===== config.mk =====
export PLATFORM = sky130hd
export DESIGN_NAME = lcd_power_on_init_sequencer
export DESIGN_NICKNAME = d
export VERILOG_FILES = /design/src/lcdpi_pkg.sv /design/src/lcdpi_front.sv /design/src/lcdpi_queue.sv /design/src/lcdpi_back.sv /design/src/lcd_power_on_init_sequencer.sv
export SDC_FILE = /design/constraint.sdc
export NUM_CORES = 1
export LEC_CHECK = 0
export ABC_AREA = 1
export ABC_CLOCK_PERIOD_IN_PS = 2900
export BUFFER_PORTS_ARGS = -buffer_cell sky130_fd_sc_hd__clkbuf_2
export CAP_MARGIN = 30
export CORE_MARGIN = 2
export CORE_UTILIZATION = 45
export DETAILED_ROUTE_END_ITERATION = 12
export PLACE_DENSITY = 0.69
export SLEW_MARGIN = 10
export SYNTH_ARGS = -nofsm -noshare
export SYNTH_HDL_FRONTEND = slang
export SYNTH_SLANG_ARGS = --single-unit

===== constraint.sdc =====
create_clock -name clk -period 2.9 [get_ports clk]
set_input_delay 0.435 -clock clk [delete_from_list [all_inputs] [get_ports clk]]
set_output_delay 0.435 -clock clk [all_outputs]
set_load 0.03 [all_outputs]

===== src/lcdpi_pkg.sv =====
// Shared types, constants and the init command table of the display power-on sequencer.
`default_nettype none
package lcdpi_pkg;

	localparam int NUM_INIT_COMMANDS = 5;
	localparam int MAX_PARAM_BYTES   = 4;
	localparam int TABLE_SLOTS       = 16;
	localparam int ARG_SLOTS         = 4;
	localparam int QUEUE_DEPTH       = 4;

	localparam int ENTRY_W   = $clog2(TABLE_SLOTS);
	localparam int CMD_IDX_W = $clog2(NUM_INIT_COMMANDS + 1);
	localparam int POS_W     = $clog2(MAX_PARAM_BYTES + 1);
	localparam int ARG_IDX_W = $clog2(ARG_SLOTS);
	localparam int QPTR_W    = $clog2(QUEUE_DEPTH);
	localparam int QCNT_W    = $clog2(QUEUE_DEPTH + 1);

	localparam logic [1:0] STATUS_OK    = 2'd0;
	localparam logic [1:0] STATUS_IDLE  = 2'd1;
	localparam logic [1:0] STATUS_FAULT = 2'd2;

	localparam logic CFG_RESET_LOW     = 1'b0;
	localparam logic CFG_RESET_RECOVER = 1'b1;

	localparam logic [15:0] RESET_LOW_DEFAULT     = 16'd10;
	localparam logic [15:0] RESET_RECOVER_DEFAULT = 16'd120;

	typedef enum logic [2:0] {
		PH_IDLE     = 3'd0,
		PH_RST_LOW  = 3'd1,
		PH_RST_HIGH = 3'd2,
		PH_CMDS     = 3'd3,
		PH_READY    = 3'd4,
		PH_ERROR    = 3'd5
	} phase_t;

	typedef struct packed {
		logic        action;
		logic [31:0] now_ms;
		logic        bus_fault;
	} in_item_t;

	typedef struct packed {
		logic       byte_valid;
		logic [7:0] byte_value;
		logic       is_data;
		logic       reset_level;
		logic       ready_flag;
		logic [1:0] step_status;
		logic       last_of_run;
	} out_item_t;

	// one decoded step handed from the front to the back
	typedef struct packed {
		logic               has_entry;
		logic [ENTRY_W-1:0] entry;
		logic [1:0]         status;
		logic               reset_level;
		logic               ready_flag;
	} job_t;

	typedef struct packed {
		logic [15:0] reset_low_ms;
		logic [15:0] reset_recover_ms;
	} cfg_t;

	typedef struct packed {
		logic [7:0]                op;
		logic [ARG_SLOTS-1:0][7:0] args;
		logic [2:0]                nargs;
		logic [15:0]               wait_ms;
	} seq_entry_t;

	function automatic seq_entry_t seq_entry(input logic [ENTRY_W-1:0] idx);
		seq_entry_t e;
		e = '0;
		case (idx)
			ENTRY_W'(0): begin
				e.op = 8'h01; e.wait_ms = 16'd120;
			end
			ENTRY_W'(1): begin
				e.op = 8'h11; e.wait_ms = 16'd120;
			end
			ENTRY_W'(2): begin
				e.op = 8'h3A; e.args[0] = 8'h55; e.nargs = 3'd1; e.wait_ms = 16'd10;
			end
			ENTRY_W'(3): begin
				e.op = 8'h36; e.args[0] = 8'h48; e.nargs = 3'd1; e.wait_ms = 16'd10;
			end
			ENTRY_W'(4): begin
				e.op = 8'h29; e.wait_ms = 16'd20;
			end
			default: e = '0;
		endcase
		return e;
	endfunction

	// parameter byte count, limited to MAX_PARAM_BYTES
	function automatic logic [POS_W-1:0] entry_nargs(input logic [ENTRY_W-1:0] idx);
		seq_entry_t e;
		logic [2:0] n;
		e = seq_entry(idx);
		n = e.nargs;
		if (int'(n) > MAX_PARAM_BYTES)
			n = 3'(MAX_PARAM_BYTES);
		return POS_W'(n);
	endfunction

endpackage
`default_nettype wire


===== src/lcdpi_front.sv =====
// Front end: configuration registers, sequencer state and per-step classification.
`default_nettype none
module lcdpi_front (
	input  wire logic                clk,
	input  wire logic                arst_n,
	input  wire logic                cfg_we,
	input  wire logic                cfg_idx,
	input  wire logic [15:0]         cfg_wdata,
	input  wire logic                take,
	input  wire lcdpi_pkg::in_item_t item,
	output lcdpi_pkg::job_t          job
);

	lcdpi_pkg::cfg_t                        cfg_q;
	lcdpi_pkg::phase_t                      phase_q, phase_d;
	logic [lcdpi_pkg::CMD_IDX_W-1:0]        cmd_idx_q, cmd_idx_d;
	logic [31:0]                            deadline_q, deadline_d;
	logic                                   rst_line_q, rst_line_d;
	logic                                   ready_q, ready_d;
	logic                                   waiting;
	lcdpi_pkg::seq_entry_t                  cur;
	logic [lcdpi_pkg::ENTRY_W-1:0]          cur_idx;
	logic [31:0]                            elapsed;

	always_ff @(posedge clk or negedge arst_n) begin
		if (!arst_n) begin
			cfg_q.reset_low_ms     <= lcdpi_pkg::RESET_LOW_DEFAULT;
			cfg_q.reset_recover_ms <= lcdpi_pkg::RESET_RECOVER_DEFAULT;
		end else if (cfg_we) begin
			case (cfg_idx)
				lcdpi_pkg::CFG_RESET_LOW:     cfg_q.reset_low_ms <= cfg_wdata;
				lcdpi_pkg::CFG_RESET_RECOVER: cfg_q.reset_recover_ms <= cfg_wdata;
				default: ;
			endcase
		end
	end

	always_ff @(posedge clk or negedge arst_n) begin
		if (!arst_n) begin
			phase_q    <= lcdpi_pkg::PH_IDLE;
			cmd_idx_q  <= '0;
			deadline_q <= '0;
			rst_line_q <= 1'b1;
			ready_q    <= 1'b0;
		end else if (take) begin
			phase_q    <= phase_d;
			cmd_idx_q  <= cmd_idx_d;
			deadline_q <= deadline_d;
			rst_line_q <= rst_line_d;
			ready_q    <= ready_d;
		end
	end

	assign elapsed = item.now_ms - deadline_q;
	assign waiting = elapsed[31];
	assign cur_idx = lcdpi_pkg::ENTRY_W'(cmd_idx_q);
	assign cur     = lcdpi_pkg::seq_entry(cur_idx);

	always_comb begin
		phase_d    = phase_q;
		cmd_idx_d  = cmd_idx_q;
		deadline_d = deadline_q;
		rst_line_d = rst_line_q;
		ready_d    = ready_q;
		job        = '0;
		job.status = lcdpi_pkg::STATUS_OK;
		if (item.action) begin
			phase_d    = lcdpi_pkg::PH_RST_LOW;
			cmd_idx_d  = '0;
			deadline_d = item.now_ms + 32'(cfg_q.reset_low_ms);
			ready_d    = 1'b0;
			rst_line_d = 1'b0;
		end else if (phase_q == lcdpi_pkg::PH_READY || waiting) begin
			// hold: sequence done, or nothing due yet
		end else begin
			case (phase_q)
				lcdpi_pkg::PH_RST_LOW: begin
					rst_line_d = 1'b1;
					deadline_d = item.now_ms + 32'(cfg_q.reset_recover_ms);
					phase_d    = lcdpi_pkg::PH_RST_HIGH;
				end
				lcdpi_pkg::PH_RST_HIGH: begin
					phase_d = lcdpi_pkg::PH_CMDS;
				end
				lcdpi_pkg::PH_CMDS: begin
					if (cmd_idx_q >= lcdpi_pkg::CMD_IDX_W'(lcdpi_pkg::NUM_INIT_COMMANDS)) begin
						ready_d = 1'b1;
						phase_d = lcdpi_pkg::PH_READY;
					end else if (item.bus_fault) begin
						phase_d    = lcdpi_pkg::PH_ERROR;
						job.status = lcdpi_pkg::STATUS_FAULT;
					end else begin
						job.has_entry = 1'b1;
						job.entry     = cur_idx;
						deadline_d    = item.now_ms + 32'(cur.wait_ms);
						cmd_idx_d     = cmd_idx_q + 1'b1;
					end
				end
				default: job.status = lcdpi_pkg::STATUS_IDLE;
			endcase
		end
		job.reset_level = rst_line_d;
		job.ready_flag  = ready_d;
	end

endmodule
`default_nettype wire


===== src/lcdpi_queue.sv =====
// Short job queue between the front end and the byte emitter.
`default_nettype none
module lcdpi_queue (
	input  wire logic            clk,
	input  wire logic            arst_n,
	input  wire logic            push,
	input  wire lcdpi_pkg::job_t push_job,
	output logic                 full,
	input  wire logic            pop,
	output logic                 head_valid,
	output lcdpi_pkg::job_t      head
);

	lcdpi_pkg::job_t                  mem_q [lcdpi_pkg::QUEUE_DEPTH];
	logic [lcdpi_pkg::QPTR_W-1:0]     wr_ptr_q, rd_ptr_q;
	logic [lcdpi_pkg::QCNT_W-1:0]     count_q;
	logic                             do_pop;

	assign full       = count_q == lcdpi_pkg::QCNT_W'(lcdpi_pkg::QUEUE_DEPTH);
	assign head_valid = count_q != '0;
	assign head       = mem_q[rd_ptr_q];
	assign do_pop     = pop && head_valid;

	always_ff @(posedge clk) begin
		if (push)
			mem_q[wr_ptr_q] <= push_job;
	end

	always_ff @(posedge clk or negedge arst_n) begin
		if (!arst_n) begin
			wr_ptr_q <= '0;
			rd_ptr_q <= '0;
			count_q  <= '0;
		end else begin
			if (push)
				wr_ptr_q <= wr_ptr_q + 1'b1;
			if (do_pop)
				rd_ptr_q <= rd_ptr_q + 1'b1;
			case ({push, do_pop})
				2'b10:   count_q <= count_q + 1'b1;
				2'b01:   count_q <= count_q - 1'b1;
				default: count_q <= count_q;
			endcase
		end
	end

endmodule
`default_nettype wire


===== src/lcdpi_back.sv =====
// Back end: expands queued jobs into registered output words, one per unstalled cycle.
`default_nettype none
module lcdpi_back (
	input  wire logic                 clk,
	input  wire logic                 arst_n,
	input  wire logic                 head_valid,
	input  wire lcdpi_pkg::job_t      head,
	output logic                      pop,
	output logic                      out_valid,
	input  wire logic                 out_ready,
	output lcdpi_pkg::out_item_t      out_item
);

	logic [lcdpi_pkg::POS_W-1:0]      pos_q;
	logic [lcdpi_pkg::POS_W-1:0]      n_args;
	logic [lcdpi_pkg::ARG_IDX_W-1:0]  arg_idx;
	lcdpi_pkg::seq_entry_t            ent;
	lcdpi_pkg::out_item_t             word;
	lcdpi_pkg::out_item_t             out_q;
	logic                             out_valid_q;
	logic                             load;

	assign ent     = lcdpi_pkg::seq_entry(head.entry);
	assign n_args  = lcdpi_pkg::entry_nargs(head.entry);
	assign arg_idx = lcdpi_pkg::ARG_IDX_W'(pos_q - 1'b1);
	assign load    = head_valid && (!out_valid_q || out_ready);

	always_comb begin
		word             = '0;
		word.reset_level = head.reset_level;
		word.ready_flag  = head.ready_flag;
		word.step_status = head.status;
		if (!head.has_entry) begin
			word.last_of_run = 1'b1;
		end else if (pos_q == '0) begin
			word.byte_valid  = 1'b1;
			word.byte_value  = ent.op;
			word.last_of_run = n_args == '0;
		end else begin
			word.byte_valid  = 1'b1;
			word.byte_value  = ent.args[arg_idx];
			word.is_data     = 1'b1;
			word.last_of_run = pos_q == n_args;
		end
	end

	// drop the job once its final word is loaded
	assign pop = load && word.last_of_run;

	always_ff @(posedge clk or negedge arst_n) begin
		if (!arst_n) begin
			pos_q       <= '0;
			out_valid_q <= 1'b0;
		end else begin
			if (load)
				pos_q <= word.last_of_run ? '0 : pos_q + 1'b1;
			if (load)
				out_valid_q <= 1'b1;
			else if (out_ready)
				out_valid_q <= 1'b0;
		end
	end

	always_ff @(posedge clk) begin
		if (load)
			out_q <= word;
	end

	assign out_valid = out_valid_q;
	assign out_item  = out_q;

endmodule
`default_nettype wire


===== src/lcd_power_on_init_sequencer.sv =====
// Top level of the display power-on init sequencer.
//
//   channel  direction  handshake            payload
//   in       input      in_valid / in_ready  in_item   (action, now_ms, bus_fault)
//   out      output     out_valid/out_ready  out_item  (one word per result)
//   cfg      input      cfg_we               cfg_idx, cfg_wdata
//
// A step is classified in the cycle it is accepted; a new step can be taken every
// cycle while the four-entry job queue has room.
// The emitter sends one word per cycle unless the output stalls: 1 word per step,
// 1 + parameter count for a table command; emitter and output set sustained rate.
// A stalled output holds its word; the queue absorbs up to four steps meanwhile.
// Reset returns the sequencer to idle with reset released and config at defaults.
`default_nettype none
module lcd_power_on_init_sequencer (
	input  wire logic                 clk,
	input  wire logic                 arst_n,
	input  wire logic                 in_valid,
	output logic                      in_ready,
	input  wire lcdpi_pkg::in_item_t  in_item,
	output logic                      out_valid,
	input  wire logic                 out_ready,
	output lcdpi_pkg::out_item_t      out_item,
	input  wire logic                 cfg_we,
	input  wire logic                 cfg_idx,
	input  wire logic [15:0]          cfg_wdata
);

	lcdpi_pkg::job_t  job;
	lcdpi_pkg::job_t  head;
	logic             full;
	logic             take;
	logic             head_valid;
	logic             pop;

	assign in_ready = !full;
	assign take     = in_valid && in_ready;

	lcdpi_front u_front (
		.clk      (clk),
		.arst_n   (arst_n),
		.cfg_we   (cfg_we),
		.cfg_idx  (cfg_idx),
		.cfg_wdata(cfg_wdata),
		.take     (take),
		.item     (in_item),
		.job      (job)
	);

	lcdpi_queue u_queue (
		.clk       (clk),
		.arst_n    (arst_n),
		.push      (take),
		.push_job  (job),
		.full      (full),
		.pop       (pop),
		.head_valid(head_valid),
		.head      (head)
	);

	lcdpi_back u_back (
		.clk       (clk),
		.arst_n    (arst_n),
		.head_valid(head_valid),
		.head      (head),
		.pop       (pop),
		.out_valid (out_valid),
		.out_ready (out_ready),
		.out_item  (out_item)
	);

endmodule
`default_nettype wire


* Word-level counts from Yosys, hierarchy flattened *
Memory sizes are Yosys's and may differ from the RTL's.
Index checks and enable logic that the tools add are counted.

cells by class
  add/subtract/negate cells = 11
  magnitude comparators = 3
  equality and inequality tests = 22
  multiplexer cells = 45
  bitwise logic cells = 1
  reductions and logical operators = 26

operator list
  cell                                           number
  two-way mux 32 bit                             4
  adder 32 x 16 -> 32 bit                        2
  one-hot mux 32 bit (2 select lines)            1
  two-way mux 3 bit                              11
  adder 32 x 7 -> 32 bit                         1
  subtractor 32 bit                              1
  one-hot mux 6 bit (5 select lines)             1
  two-way mux 7 bit                              3
  one-hot mux 7 bit (3 select lines)             1
  one-hot mux 10 bit (2 select lines)            1
  binary-select mux 8 bit (select 2 bit)         1
  two-way mux 8 bit                              2
  two-way mux 1 bit                              14
  == test 3 x 2 -> 1 bit, second input constant  4
  two-way mux 5 bit                              2
  AND reduction 5 bit                            2
  adder 3 x 1 -> 3 bit, second input constant    3
  == test 3 bit, second input constant           3
  one-hot mux 3 bit (3 select lines)             1
  == test 4 x 2 -> 1 bit, second input constant  2
  zero test 4 bit                                2
  == test 3 x 1 -> 1 bit, second input constant  2
  zero test 3 bit                                2
  inequality test 3 bit, second input constant   2
  27 further kinds                               40

word-level totals
  register bits after elaboration = 98
  memory bits (writable) = 36
  input port bits = 56
  output and inout bits = 17
  word-level logic and storage cells = 128
  memories = 1

memories
  name           words  width  rd ports  clocked after Yosys merged registers in  write ports  RTL line           source
  u_queue.mem_q  4      9      1         0                                        1            lcdpi_queue.sv:14  lcdpi_pkg::job_t mem_q [lcdpi_pkg::QUEUE_DEPTH];

* Longest topological paths before layout *
An unclocked memory read counts as a cell.

  depth after elaboration = 12
  depth in mapped cells = 21
  gate-level depth less buffers = 21

* Modules after synthesis *
Synthesis repeated with hierarchy kept, for this count alone.

unflattened totals
  cells, all modules = 1076
  area total of the unflattened synthesis = 8583.2 um^2

modules (own cells, without submodules)
  module                       instances  cells each  area each (um^2)  sequential area each (um^2)
  lcdpi_front                  1          831         5726.7            1810.5
  lcdpi_queue                  1          162         1983.2            1256.2
  lcdpi_back                   1          80          859.6             520.5
  lcd_power_on_init_sequencer  1          3           13.8              0.0

* Least setup slack after synthesis *
Ideal clock, no wire load.

  path kind = reg-to-reg
  start = reg u_back.out_valid_q (netlist: u_back.out_valid)
  end = reg u_queue.count_q[2] in the netlist's numbering
  setup time = 0.131 ns
  arrival time = 2.900 ns
  required time = 2.769 ns
  path slack = -0.130 ns
  cell stages (with the launch flop) = 12
  period minus slack after synthesis = 3.030 ns
  cells stage by stage = dfrtp_1 > inv_1 > nor2_1 > a31oi_1 > inv_1 > nor2_2 > ha_1 > inv_1 > fa_1 > a21oi_1 > o21ai_0 > xor2_1

between the ends
  cells in the longest elaborated chain, start to end = 7

RTL lines
  what                                                                             RTL line           source
  start: declaration                                                               lcdpi_back.sv:20   logic out_valid_q;
  start signal: assignment                                                         lcdpi_back.sv:53   out_valid_q <= 1'b0;
  start signal: assignment                                                         lcdpi_back.sv:58   out_valid_q <= 1'b1;
  start signal: assignment                                                         lcdpi_back.sv:60   out_valid_q <= 1'b0;
  zero test 1 bit (*)                                                              lcdpi_back.sv:26   assign load = head_valid && (!out_valid_q || out_ready);
  logical OR 1 bit (*)                                                             lcdpi_back.sv:26
  logical AND 1 bit (*)                                                            lcdpi_back.sv:26
  net u_back.load                                                                  lcdpi_back.sv:21   logic load;
  logical AND 1 bit (*)                                                            lcdpi_back.sv:48   assign pop = load && word.last_of_run;
  logical AND 1 bit (*)                                                            lcdpi_queue.sv:22  assign do_pop = pop && head_valid;
  net u_queue.do_pop                                                               lcdpi_queue.sv:17  logic do_pop;
  == test 2 x 1 -> 1 bit / == test 2 bit (equally long branches)                   lcdpi_queue.sv:39  case ({push, do_pop})
  one-hot mux 3 bit (2 select lines) / nonzero test 2 bit (equally long branches)  -
  end signal: assignment                                                           lcdpi_queue.sv:40  2'b10: count_q <= count_q + 1'b1;
  end signal: assignment                                                           lcdpi_queue.sv:41  2'b01: count_q <= count_q - 1'b1;
  end signal: assignment                                                           lcdpi_queue.sv:42  default: count_q <= count_q;
  end: declaration                                                                 lcdpi_queue.sv:16  logic [lcdpi_pkg::QCNT_W-1:0] count_q;

The timed path passes the listed nets; every way through them passes the cells marked *.
A chain may end at the register's enable or synchronous reset.

* Worst setup path in the final report *
  start = reg u_front.phase_q[2]
  end = reg u_front.deadline_q[16]

between the ends
  cells in the longest elaborated chain, start to end = 4

RTL lines
  what                                                                            RTL line                              source
  start: declaration                                                              lcdpi_front.sv:15                     lcdpi_pkg::phase_t phase_q, phase_d;
  start signal: assignment                                                        lcdpi_front.sv:40                     phase_q <= lcdpi_pkg::PH_IDLE;
  start signal: assignment                                                        lcdpi_front.sv:46                     phase_q <= phase_d;
  == test 3 x 2 -> 1 bit, or another cell as far along                            lcdpi_front.sv:76                     case (phase_q)
  one-hot mux 32 bit (2 select lines) / logical OR 1 bit (equally long branches)  lcdpi_front.sv:76, lcdpi_front.sv:73
  two-way mux 32 bit / inequality test 2 bit (equally long branches)              -
  two-way mux 32 bit / AND reduction 5 bit (equally long branches)                -
  end signal: assignment                                                          lcdpi_front.sv:48                     deadline_q <= deadline_d;
  end: declaration                                                                lcdpi_front.sv:17                     logic [31:0] deadline_q, deadline_d;

Several ways; a longest one is shown, not always the timed one. The select of a mux whose other input is x is not followed.

==> results.toml <==
[cells_and_area]
synthToLayoutAreaGrowth_pct = 23.6
drive_gt1_share_pct = 24.2
layout.nets = 1270
n_fill_cell = 1635
antenna_cells = 0
layoutNonFillerInstCount = 1395

[detailed_routing]
via_count = 7229
wl_um = 20400
viasPerCell = 5.18
drc = 0
wl_per_cell_um = 14.6
drt_pass1_iterations = 5
drtIter0Drc = 530
antenna_left = 0

[clock_network]
holdBufCountCts = 0
cts_sinks = 129
clockRootBuffer = "clkbuf_16"
clkSlewWorstSetupHoldPaths_ns = 0.06
cts_buffers = 17
cts_tree = "yes"
clock_latency_ns = 0.43
cts_max_level = 4
clockBufferDepth = 2

[timing]
fin_skew_ns = 0.0131
rsz0062_at_grt = "true"
worst_pin_slew_ns = 0.918
fin_crit_sh_pct = 100
relSlewSlack_pct = 38.7
slew_violations = 0
clock.fmax_ghz = 0.343
hold_viol = 0
min_period_ns = 2.91
whs_ns = 0.0378
worst_slack_ns = -0.0131
finalSetupTns_ns = -0.0249
setup-violations-final = 2

[synth]
synth_cells = 1024
syn_area_mm2 = 0.00816
ys_async_sr_fraction_pct = 64.3
synth_cell_type_count = 52
syn-mean-instance-area_um2 = 7.97
syn-num-nets = 1141
synth_edf_count = 46
yosysWarnings = 0
synth-seq-cells = 129
ys_seq_area_share_pct = 42.5
synth_ff_type = "dfrtp_1"

[pwr]
finalPower_mw = 9.33
p_leak_nw = 5.05
ir_worst_vdd_uv = 545
p_per_area_mw_per_mm2 = 925

[critical_path]
worstRegToRegCells = 16
crit_type = "reg2reg"
crit_path_end_kind = "flop"
crit_arrival_ns = 3.23
worstSetupStartpointType = "flop"
r2r_start = "u_front.phase_q[2]"
crit_required_ns = 3.22
worst-r2r-setup-slack_ns = -0.01
cp_max_fo = 6
r2r_end = "u_front.deadline_q[16]"

[placement]
dp_cells = 1348
dp_hpwl_um = 14500
place_congestion = 0.927
port_buffers = 71
place_ws_ns = -0.105

[global_routing]
gr-usage-all-layers_pct = 21.1
overflow = 0
grt_pass1_wl_um = 32900
grt_max_degree = 53
antenna_found_initial = 0
grt_pass1_vias = 6808

[run_status]
violations = "setup timing"
status = "finished with violations"

[job]
cap_violations = 0

[die]
initial_core_util_pct = 45.6
fp.coreArea_mm2 = 0.0179
io_pins = 73
die_area_mm2 = 0.0192
row_count = 49
die_h_um = 139
die_w_um = 139

[worst_hold_path]
min_path_type = "in2async"
==> cells in the final DEF (no fill, tap or decap), types with 21 or more instances in the layout <==
master	netlist	final
nand2_1	293	274
inv_1	134	134
dfrtp_1	76	75
clkbuf_2	0	70
nor2_1	76	69
buf_4	7	65
o21ai_0	59	54
ha_1	59	51
nand4_1	50	50
edfxtp_1	46	46
nand3_1	39	36
a21oi_1	35	30
nand2_2	10	28
xor2_1	21	21
==> final cells by class <==
cell class / instances / area [µm²] / area share, %
Clock buffer: 17 / 425 / 4.22
Sequential cell: 129 / 3470 / 34.4
Timing Repair Buffer: 138 / 885 / 8.77
Inverter: 141 / 534 / 5.30
Tap cell: 229 / 287 / 2.84
Clock inverter: 15 / 163 / 1.61
Multi-Input combinational cell: 726 / 4320 / 42.9
==> flip-flops by register name, summed over array words and instances, names as in the netlist, 2 cells and up <==
| signal | cells |
|---|---|
| u_back.out_item | 14 |
| u_front.cmd_idx_q | 3 |
| u_front.phase_q | 3 |
| u_queue.mem_q | 32 |
| u_queue.count_q | 3 |
| u_back.pos_q | 3 |
| u_queue.rd_ptr_q | 2 |
| u_front.deadline_q | 32 |
| u_front.cfg_q | 32 |
| u_queue.wr_ptr_q | 2 |
==> through the flow <==
stage,instance area [µm²],utilization [%]
detailed placement,9040,50.5
floorplan,8160,-
global placement,9040,50.5
finish,10100,56.3
CTS,9660,54.0
global route,10100,56.3
==> power by group <==
| part | total, mW | switching, mW | internal (mW) | leakage (nW) |
|---|---|---|---|---|
| logic | 4.32 | 2.66 | 1.66 | 3.30 |
| registers | 2.87 | 0.300 | 2.57 | 1.46 |
| clock network | 2.14 | 0.917 | 1.22 | 0.288 |
==> Yosys cell counts (14+ instances only) <==
master | instances | share of area [%]
ha_1 | 59 | 9.0
nand4_1 | 50 | 3.8
nor2_1 | 76 | 3.5
nand3_1 | 39 | 2.4
xor2_1 | 21 | 2.3
a21oi_1 | 35 | 2.1
nand2_1 | 293 | 13
dfrtp_1 | 76 | 23
inv_1 | 134 | 6.2
o21ai_0 | 59 | 3.6
edfxtp_1 | 46 | 17
nor3_1 | 14 | 0.86
==> critical path, cell delays in order, from the launching register on <==
cell,delay [ns]
dfrtp_1,0.39
or2_4,0.27
nor2_4,0.16
nor2_2,0.09
buf_6,0.15
a22o_1,0.19
ha_2,0.19
fa_2,0.34
nand2_1,0.09
nand2_1,0.08
and2_4,0.18
a21o_1,0.21
nand2_1,0.06
nand2_1,0.09
xor2_1,0.16
nand4_1,0.10
nand2_1,0.05
==> cell families (layout without fill, tap and decap cells) <==
group	after synthesis	count (layout)	synth area share (%)
AO/OA/AOI/OAI	128	128	8.96
XOR/XNOR	22	22	2.36
adder cells (fa/ha/maj)	61	61	9.54
buffers and inverters	169	311	8.54
flip-flops	129	129	42.5
other	1	1	0.0460
AND/OR/NAND/NOR	514	514	28.1
==> metal layers <==
metal | track usage, % | wire length, µm | up-vias
li1 | - | - | 3632
met1 | 28.1 | 9300 | 3350
met2 | 34.7 | 9470 | 211
met3 | 4.35 | 1120 | 36
met4 | 6.91 | 506 | 0
met5 | 0 | 0 | -
==> worst max path at each step <==
stage / from / endpoint / cells past startpoint
finish: u_front.phase_q[2] / u_front.deadline_q[16] / 16
global route: u_front.phase_q[1] / u_front.deadline_q[23] / 18
CTS: u_front.phase_q[2] / u_front.deadline_q[18] / 19
detailed placement: u_front.phase_q[2] / u_front.deadline_q[18] / 19
global placement: in_item[33] / u_front.deadline_q[18] / 16
floorplan: u_queue.rd_ptr_q[0] / u_queue.count_q[2] / 16
==> timing repair <==
item	CTS	global route
endpoints found under the setup margin	10	26
gates cloned	0	1
pin swaps	0	19
endpoints found under the hold margin	0	0
buffers inserted	0	13
gates resized for setup	6	73
No activity file was read; power rests on OpenSTA's default activity.
